$ cat config.mk
export PLATFORM = sky130hd
export DESIGN_NAME = fsa_ctrl
export DESIGN_NICKNAME = d
export VERILOG_FILES = /design/src/rtl/fsa_pkg.sv /design/src/rtl/fsa_ctrl.sv
export VERILOG_INCLUDE_DIRS = /design/src /design/src/rtl
export SDC_FILE = /design/constraint.sdc
export NUM_CORES = 1
export LEC_CHECK = 0
export BUFFER_PORTS_ARGS = -buffer_cell sky130_fd_sc_hd__buf_4
export CAP_MARGIN = 0
export CORE_AREA = 3 3 40 42
export DETAILED_ROUTE_END_ITERATION = 10
export DIE_AREA = 0 0 43 45
export MAX_ROUTING_LAYER = met4
export PLACE_DENSITY = 0.31
export SETUP_SLACK_MARGIN = 0.5
export SLEW_MARGIN = 20
export SYNTH_ARGS = -nofsm -noshare
export SYNTH_HDL_FRONTEND = slang
export SYNTH_SLANG_ARGS = --single-unit
$ cat constraint.sdc
create_clock -name clk -period 0.9 [get_ports clk]
set_clock_uncertainty 0.15 [all_clocks]
set_input_delay 0 -clock clk [delete_from_list [all_inputs] [get_ports clk]]
set_output_delay 0 -clock clk [all_outputs]
set_load 0.02 [all_outputs]
$ cat src/rtl/fixed_slot_free_list_allocator_defines.svh
// Assertion macros shared by the free-list allocator RTL.
// Standalone header: no dependencies. Define ASSERT_OFF to compile the checks out.
`ifndef FIXED_SLOT_FREE_LIST_ALLOCATOR_DEFINES_SVH
`define FIXED_SLOT_FREE_LIST_ALLOCATOR_DEFINES_SVH

`ifndef ASSERT_OFF

// Plain property, checked on every edge outside reset
`define FSA_ASSERT(lbl, clk, rst_n, prop, msg) \
	lbl: assert property (@(posedge clk) disable iff (!rst_n) (prop)) else $error(msg);

// Same-cycle implication
`define FSA_ASSERT_IMP(lbl, clk, rst_n, ante, cons, msg) \
	lbl: assert property (@(posedge clk) disable iff (!rst_n) (ante) |-> (cons)) \
		else $error(msg);

// Next-cycle implication
`define FSA_ASSERT_NXT(lbl, clk, rst_n, ante, cons, msg) \
	lbl: assert property (@(posedge clk) disable iff (!rst_n) (ante) |=> (cons)) \
		else $error(msg);

`else

`define FSA_ASSERT(lbl, clk, rst_n, prop, msg)
`define FSA_ASSERT_IMP(lbl, clk, rst_n, ante, cons, msg)
`define FSA_ASSERT_NXT(lbl, clk, rst_n, ante, cons, msg)

`endif

`endif

$ cat src/rtl/fsa_pkg.sv
// Shared types and codes for the fixed-slot free-list allocator.
// No dependencies; imported by fsa_ctrl, fsa_dp and the top level.
`timescale 1ns / 1ps

package fsa_pkg;

	// Field widths fixed by the interface
	localparam int ADDR_W    = 32;
	localparam int CNT_W     = 11;
	localparam int CFG_IDX_W = 8;

	// Item kinds
	localparam logic [1:0] KIND_ALLOC  = 2'd0;
	localparam logic [1:0] KIND_FREE   = 2'd1;
	localparam logic [1:0] KIND_PROBE  = 2'd2;
	localparam logic [1:0] KIND_REINIT = 2'd3;

	// Result status codes
	localparam logic [1:0] STAT_OK       = 2'd0;
	localparam logic [1:0] STAT_EMPTY    = 2'd1;
	localparam logic [1:0] STAT_OUTSIDE  = 2'd2;
	localparam logic [1:0] STAT_ALL_FREE = 2'd3;

	// Configuration register indexes
	localparam logic [CFG_IDX_W-1:0] REG_POOL_BASE  = 8'd0;
	localparam logic [CFG_IDX_W-1:0] REG_SLOT_COUNT = 8'd1;

	// Slot count after reset
	localparam logic [CNT_W-1:0] SLOT_COUNT_RST = 11'd1024;

	typedef struct packed {
		logic [1:0]        kind;
		logic [ADDR_W-1:0] address;
	} req_t;

	typedef struct packed {
		logic [1:0]        status;
		logic [ADDR_W-1:0] slot_address;
		logic              in_pool;
		logic [CNT_W-1:0]  free_slots;
		logic [CNT_W-1:0]  total_slots;
		logic [ADDR_W-1:0] allocations_done;
		logic [ADDR_W-1:0] frees_done;
	} rsp_t;

	// Controller -> datapath commands
	typedef struct packed {
		logic cap;      // load the request register
		logic exec;     // carry out the held item, load the response register
		logic link_ld;  // take the link read data as the new head
	} fsa_cmd_t;

	// Datapath -> controller status
	typedef struct packed {
		logic link_rd;  // held item is an allocate that pops a linked slot
	} fsa_sts_t;

endpackage

$ cat src/rtl/fsa_ctrl.sv
// Sequencing state machine of the free-list allocator.
// Depends on fsa_pkg and the assertion macro header.
`timescale 1ns / 1ps
`include "fixed_slot_free_list_allocator_defines.svh"

module fsa_ctrl
	import fsa_pkg::*;
(
	input  logic     clk,
	input  logic     arst_n,
	input  logic     req_valid,
	output logic     req_stall,
	output logic     rsp_valid,
	input  logic     rsp_stall,
	input  fsa_sts_t sts,
	output fsa_cmd_t cmd
);

	localparam logic [1:0] ST_IDLE = 2'd0;
	localparam logic [1:0] ST_EXEC = 2'd1;
	localparam logic [1:0] ST_LINK = 2'd2;

	logic [1:0] state_q;
	logic [1:0] state_d;
	logic       out_valid_q;
	logic       out_free;

	// response register can take a new beat
	assign out_free = !out_valid_q || !rsp_stall;

	assign req_stall   = (state_q != ST_IDLE);
	assign rsp_valid   = out_valid_q;
	assign cmd.cap     = (state_q == ST_IDLE) && req_valid;
	assign cmd.exec    = (state_q == ST_EXEC) && out_free;
	assign cmd.link_ld = (state_q == ST_LINK);

	// next state
	always_comb begin
		state_d = state_q;
		case (state_q)
			ST_IDLE: begin
				if (req_valid) begin
					state_d = ST_EXEC;
				end
			end
			ST_EXEC: begin
				if (out_free) begin
					state_d = sts.link_rd ? ST_LINK : ST_IDLE;
				end
			end
			ST_LINK: state_d = ST_IDLE;
			default: state_d = ST_IDLE;
		endcase
	end

	always_ff @(posedge clk or negedge arst_n) begin
		if (!arst_n) begin
			state_q     <= ST_IDLE;
			out_valid_q <= 1'b0;
		end else begin
			state_q <= state_d;
			if (cmd.exec) begin
				out_valid_q <= 1'b1;
			end else if (!rsp_stall) begin
				out_valid_q <= 1'b0;
			end
		end
	end

	`FSA_ASSERT_NXT(a_link_follows_pop, clk, arst_n, cmd.exec && sts.link_rd, cmd.link_ld, "link load missing after linked pop")
	`FSA_ASSERT_NXT(a_exec_gives_beat, clk, arst_n, cmd.exec, rsp_valid, "executed item left no response beat")
	`FSA_ASSERT_IMP(a_no_overwrite, clk, arst_n, cmd.exec && rsp_valid, !rsp_stall, "response overwritten while stalled")

endmodule

==> results by group, run 1 <==
Run status
  – Status: complete, but fails checks
  – Violated checks: hold timing, setup timing

Floorplanning
  – Cell row count: 13
  – Io pins: 10
  – Die Area: 1940 um^2
  – Die X: 43 um
  – CORE AREA: 1280 um^2
  – Chip height: 45 um
  – Initial Util: 10.6%

STA
  – RSZ-0062 raised after global routing: true
  – Max Freq: 810 MHz
  – Final hold vios: 6
  – Final period utilization: 137%
  – Tmin final: 1.23 ns
  – Setup violators final: 8
  – Worst setup margin: -0.334 ns
  – Setup_tns: -1.53 ns
  – Rel. slew slack: 88.8%
  – Max-slew violations: 0
  – Tightest Pin Transition: 0.168 ns
  – Min Hold Slack: -0.598 ns

Yosys
  – Cells after Synth: 12
  – Most frequent cell after synthesis: dfrtp_1
  – Synth top cells by count: dfrtp_1, nand2_1
  – Yosys cell types: 9
  – Async S/R FF share, synth: 100%
  – Primary FF master, synth: dfrtp_1
  – Sequential area share after synthesis: 55.0%
  – Syn_area_per_cell: 11.4 um^2
  – Post-synth top area cell: dfrtp_1
  – Seq cells post-synth: 3
  – Syn nets: 17
  – Synth Warn #: 0
  – Mapped Area: 136 um^2
  – Synth top area cells: dfrtp_1, nor3b_2, and4b_1, nand2_1, o21bai_1
  – Yosys top cell area share: 55.0%
  – Number of enable flip-flop cells after synthesis: 0

Finish
  – Multi-input logic area: 73.8 um^2
  – Nets: 32
  – Share of cells above drive strength 1: 69.2%
  – Final instance area: 287 um^2
  – Antenna diodes: 0
  – Area growth syn-to-layout: 110%
  – # fillers: 146
  – Sequential cell area: 77.6 um^2

Route
  – Initial DRC count: 6
  – Number of remaining DRC errors: 0
  – ANT nets after route: 0
  – DR pass1 iterations: 2
  – Vias per inst: 3.46
  – Routed via count: 142
  – Mean routed wirelength per cell: 9.20 um
  – Final WL: 377 um

CTS
  – H-tree levels: 1
  – Clock network latency to the later pin of the worst-skew pair: 0.23 ns
  – CTS Sinks: 3
  – Clk buf depth: 2
  – Clock transition at path regs: 0.04 ns
  – Root buf cell: clkbuf_4
  – CTS buffer count: 3
  – CTS tree: yes

Place
  – Placed Area: 233 um^2
  – Port Buffers: 9
  – Global placer's final weighted congestion: 0.701
  – DP Worst Slack: -0.159 ns
  – Dpl hpwl: 286 um

Setup path
  – Crit path buf inv count: 2
  – CP dominant cell by count: buf_6
  – Cell family with the largest share of critical-path delay: flip-flops
  – Worst reg2reg path startpoint: state_q[1]
  – Crit-path slowest cell: dfrtp_1
  – Crit-path max FO: 4
  – WP data required: 0.75 ns
  – Crit. End Element: primary output
  – Crit path DAT: 1.08 ns
  – Startpoint Class: register
  – CP Cell Sequence: buf_6 -> or2_1 -> buf_6
  – CP Class: register to primary output
  – Worst Setup SP: state_q[1]
  – Worst path max stage delay: 0.38 ns

GRT
  – First-pass GRT wire length: 641 um
  – Vias in the first global route: 135
  – Grt total ovfl: 0
  – GR met3 Demand/Resource: 5.98%
  – Top Usage Layer GRT: met1
  – Total GRT Usage: 5.51%
  – Met2 Use GR: 5.39%
  – Largest net degree at the start of global routing: 6
  – M1 GR Usage: 6.08%
  – Initial antenna violation count: 0

Run
  – Max Cap Viol: 0

Power and ir drop
  – Power Total: 830 uW
  – Worst vdd rail ir drop: 0.934 mV
  – PD cells: 2900 nW/um^2
  – Leakage: 0.000135 uW

Min path
  – HP Class: input pin to asynchronous set/reset pin
-- state kept, by name, summed over array words and instances, names as in the netlist --
name	flops
rsp_valid	1
state_q	2
-- layer usage --
metal  wire (um)  part of all wire, %
met5           0                    0
met2         147                   39
met4           0                    0
met1         193                   51
met3          36                  9.5
-- stage by stage --
stage	hold slack (ns)	std cells	utilization, %
floorplan	-0.446	12	-
global placement	-0.359	36	18.1
detailed placement	-0.358	36	18.1
CTS	-0.606	41	22.0
global route	-0.616	41	22.3
finish	-0.598	41	22.3
-- kinds of logic (layout without fill, tap and decap cells) --
| group | after synthesis | count (layout) | synth area share, % |
|---|---|---|---|
| AOI/OAI and AO/OA | 2 | 2 | 9.17 |
| buffers and inverters | 0 | 14 | 0 |
| DFF | 3 | 3 | 55.0 |
| and+or+nand+nor | 7 | 7 | 35.8 |
-- layout make-up --
| class | instances | share of cell area, % |
|---|---|---|
| Clock buffer | 4 | 9.17 |
| Multi-Input combinational cell | 9 | 25.8 |
| Tap cell | 15 | 6.55 |
| Sequential cell | 3 | 27.1 |
| Timing Repair Buffer | 10 | 31.4 |
-- final timing paths --
| check | slack [ns] | cells past startpoint | endpoint |
|---|---|---|---|
| max | -0.33 | 3 | req_stall |
| min | -0.60 | 1 | rsp_valid |
| max reg2reg | -0.17 | 3 | state_q[0] |
| min reg2reg | 0.39 | 2 | rsp_valid |
| max in group asynchronous | 1.09 | 1 | state_q[0] |
| min in group clk | -0.15 | 3 | rsp_valid |
-- power breakdown --
part / switching (uW) / internal [uW]
clock network: 65.0 / 166
registers: 52.6 / 182
logic: 173 / 191
-- cell usage in the layout (no fill, tap or decap), drive strengths merged --
| master | count |
|---|---|
| buf | 10 |
| and4b | 1 |
| nand2b | 1 |
| clkbuf | 4 |
| a21oi | 1 |
| nor3b | 1 |
| nand2 | 2 |
| o21bai | 1 |
| dfrtp | 3 |
| or2 | 1 |
| nor2b | 1 |
-- what timing repair did --
action	in CTS	in global routing
pin swaps	1	0
resized for setup	5	1
buffers inserted	1	0
endpoints found under the setup margin	8	8
endpoints found under the hold margin	6	6
Note: power is estimated with default switching activity, not from simulation.
==> run 2: changes to the inputs <==
--- a/config.mk
+++ b/config.mk
@@ -12,7 +12,7 @@
 export DETAILED_ROUTE_END_ITERATION = 10
 export DIE_AREA = 0 0 43 45
 export MAX_ROUTING_LAYER = met4
-export PLACE_DENSITY = 0.31
+export PLACE_DENSITY = 0.3
 export SETUP_SLACK_MARGIN = 0.5
 export SLEW_MARGIN = 20
 export SYNTH_ARGS = -nofsm -noshare
==> constraint.sdc (replaced) <==
create_clock -name clk -period 1.5 [get_ports clk]
set_clock_uncertainty 0.15 [all_clocks]
set_input_delay 0 -clock clk [delete_from_list [all_inputs] [get_ports clk]]
set_output_delay 0 -clock clk [all_outputs]
set_load 0.02 [all_outputs]
==> results by group, run 2 (synthesized netlist as in run 1, its figures left out) <==
STA
  – RSZ-0062 raised after global routing: true (unchanged)
  – Min Hold Slack: 0.127 ns (was -0.598 ns)
  – Worst setup margin: 0.254 ns (was -0.334 ns)
  – Tightest Pin Transition: 0.180 ns (was 0.168 ns)
  – Final hold vios: 0 (was 6)
  – Rel. slew slack: 88.0% (was 88.8%)
  – Max-slew violations: 0 (unchanged)
  – Setup_tns: 0 ns (was -1.53 ns)
  – Final period utilization: 83.1%
  – Tmin final: 1.25 ns
  – Max Freq: 802 MHz
  – Setup violators final: 0 (was 8)

GRT
  – Vias in the first global route: 171 (was 135)
  – Largest net degree at the start of global routing: 6 (unchanged)
  – First-pass GRT wire length: 731 um (was 641 um)
  – Grt total ovfl: 0 (unchanged)
  – Total GRT Usage: 6.19% (was 5.51%)
  – Initial antenna violation count: 0 (unchanged)

Finish
  – Antenna diodes: 0 (unchanged)
  – Commonest cells after routing, fill and taps aside: buf_4, dlygate4sd3_1, buf_6 (was buf_4, buf_6, clkbuf_4)
  – Share of cells above drive strength 1: 67.7% (was 69.2%)
  – Nets: 37 (was 32)
  – Max reg flops: 2 (unchanged)
  – Most common cell after layout, fill and taps aside: buf_4 (unchanged)
  – Area growth syn-to-layout: 156% (was 110%)
  – Top reg by flops: state_q (unchanged)
  – # fillers: 148 (was 146)
  – Final core occ: 27.2% (was 22.3%)
  – Final instance area: 349 um^2 (was 287 um^2)

Floorplanning
  – CORE AREA: 1280 um^2 (unchanged)
  – Die X: 43 um (unchanged)
  – Cell row count: 13 (unchanged)
  – Io pins: 10 (unchanged)
  – Chip height: 45 um (unchanged)
  – Die Area: 1940 um^2 (unchanged)
  – Initial Util: 10.6% (unchanged)

Setup path
  – WP data required: 1.35 ns (was 0.75 ns)
  – Worst Setup SP: state_q[1] (unchanged)
  – Reg2Reg Depth: 4 (was 3)
  – Worst reg2reg path startpoint: state_q[1] (unchanged)
  – CP Class: register to primary output (unchanged)
  – Setup slack, reg-to-reg: 0.32 ns (was -0.17 ns)
  – Crit-path max FO: 3 (was 4)
  – Crit. End Element: primary output (unchanged)
  – Startpoint Class: register (unchanged)
  – Crit path DAT: 1.10 ns (was 1.08 ns)

Power and ir drop
  – Leakage: 0.000160 uW (was 0.000135 uW)
  – Sw Share: 35.1% (was 35.0%)
  – Clock power share: 26.2% (was 27.8%)
  – Worst vdd rail ir drop: 0.488 mV (was 0.934 mV)
  – Combinational share of power: 46.1% (was 43.9%)
  – PD cells: 1520 nW/um^2 (was 2900 nW/um^2)
  – Seq pwr share: 27.7% (was 28.3%)
  – Net Sw Power: 186 uW (was 291 uW)
  – Pint: 344 uW (was 539 uW)

CTS
  – Clock network latency to the later pin of the worst-skew pair: 0.23 ns (about the same)
  – Clock transition at path regs: 0.04 ns (about the same)
  – CTS buffer count: 3 (unchanged)
  – CTS Sinks: 3 (unchanged)
  – Root buf cell: clkbuf_4 (unchanged)
  – CTS tree: yes (unchanged)
  – Clk buf depth: 2 (unchanged)
  – H-tree levels: 1 (unchanged)

Min path
  – Hold depth: 3
  – HP Class: input pin to primary output (was input pin to asynchronous set/reset pin)
  – Hold_sp: rsp_stall

Place
  – Dpl hpwl: 303 um (was 286 um)
  – Global placer's final weighted congestion: 0.618 (was 0.701)
  – DP Worst Slack: 0.419 ns (was -0.159 ns)
  – Placed Area: 230 um^2 (was 233 um^2)
  – Port Buffers: 9 (unchanged)

Route
  – Initial DRC count: 2 (was 6)
  – Mean routed wirelength per cell: 9.13 um (was 9.20 um)
  – Vias per inst: 3.35 (was 3.46)
  – Routed via count: 154 (was 142)
  – Number of remaining DRC errors: 0 (unchanged)
  – ANT nets after route: 0 (unchanged)
  – DR pass1 iterations: 2 (unchanged)
  – Final WL: 420 um (was 377 um)

Run
  – Max Cap Viol: 0 (unchanged)

Run status
  – Status: finished, final reports clean (was complete, but fails checks)
run 2: cell count changes in the layout (fill, tap and decap cells not counted):
cell,previous run,this run
nor2b_1,1,0
nor2b_4,0,1
buf_4,6,7
dlygate4sd3_1,0,4
nand2b_4,0,1
nand2b_1,1,0
run 2: cell type report:
class / instances / area [um^2] / share of cell area, %
Clock buffer: 4 / 26.3 / 7.53
Sequential cell: 3 / 77.6 / 22.2
Tap cell: 15 / 18.8 / 5.38
Timing Repair Buffer: 15 / 138 / 39.4
Multi-Input combinational cell: 9 / 88.8 / 25.4
run 2: routing by layer:
layer	GRT usage, %	part of all wire (%)	vias up
met5	-	0	-
met4	5.42	0	0
met3	6.37	8.8	0
met2	6.89	47	5
met1	5.83	44	70
li1	-	-	79
run 2: power by group through the flow:
stage | sequential [uW] | clock (uW) | combinational, uW
after global routing | 151 | 161 | 265
final | 147 | 139 | 244
after global placement | 138 | 0 | 182
after detailed placement | 138 | 0 | 183
after CTS | 140 | 147 | 236
after floorplan | 146 | 0 | 88.8
run 2: path summary, 6_finish.rpt:
check,end
worst max-delay path,req_stall
worst min-delay path,cmd[1]
worst max register to register,state_q[0]
worst min register to register,rsp_valid
max in group asynchronous,rsp_valid
min in group asynchronous,state_q[0]
run 2: timing repair:
item	in CTS	in global routing
setup endpoints to repair	5	8
pin swaps	1	0
buffers inserted	2	0
hold buffers	4	1
gates resized for setup	5	4
hold endpoints to repair	6	3
run 2: critical path, stage by stage (launching register included):
cell and delay, ns:
dfrtp_1 0.39, buf_6 0.13, or2_1 0.21, buf_6 0.13
run 2: per-stage QoR:
stage	power (uW)	cells
floorplan	235	12
CTS	523	46
global route	577	46
finish	530	46
detailed placement	321	36
global placement	320	36
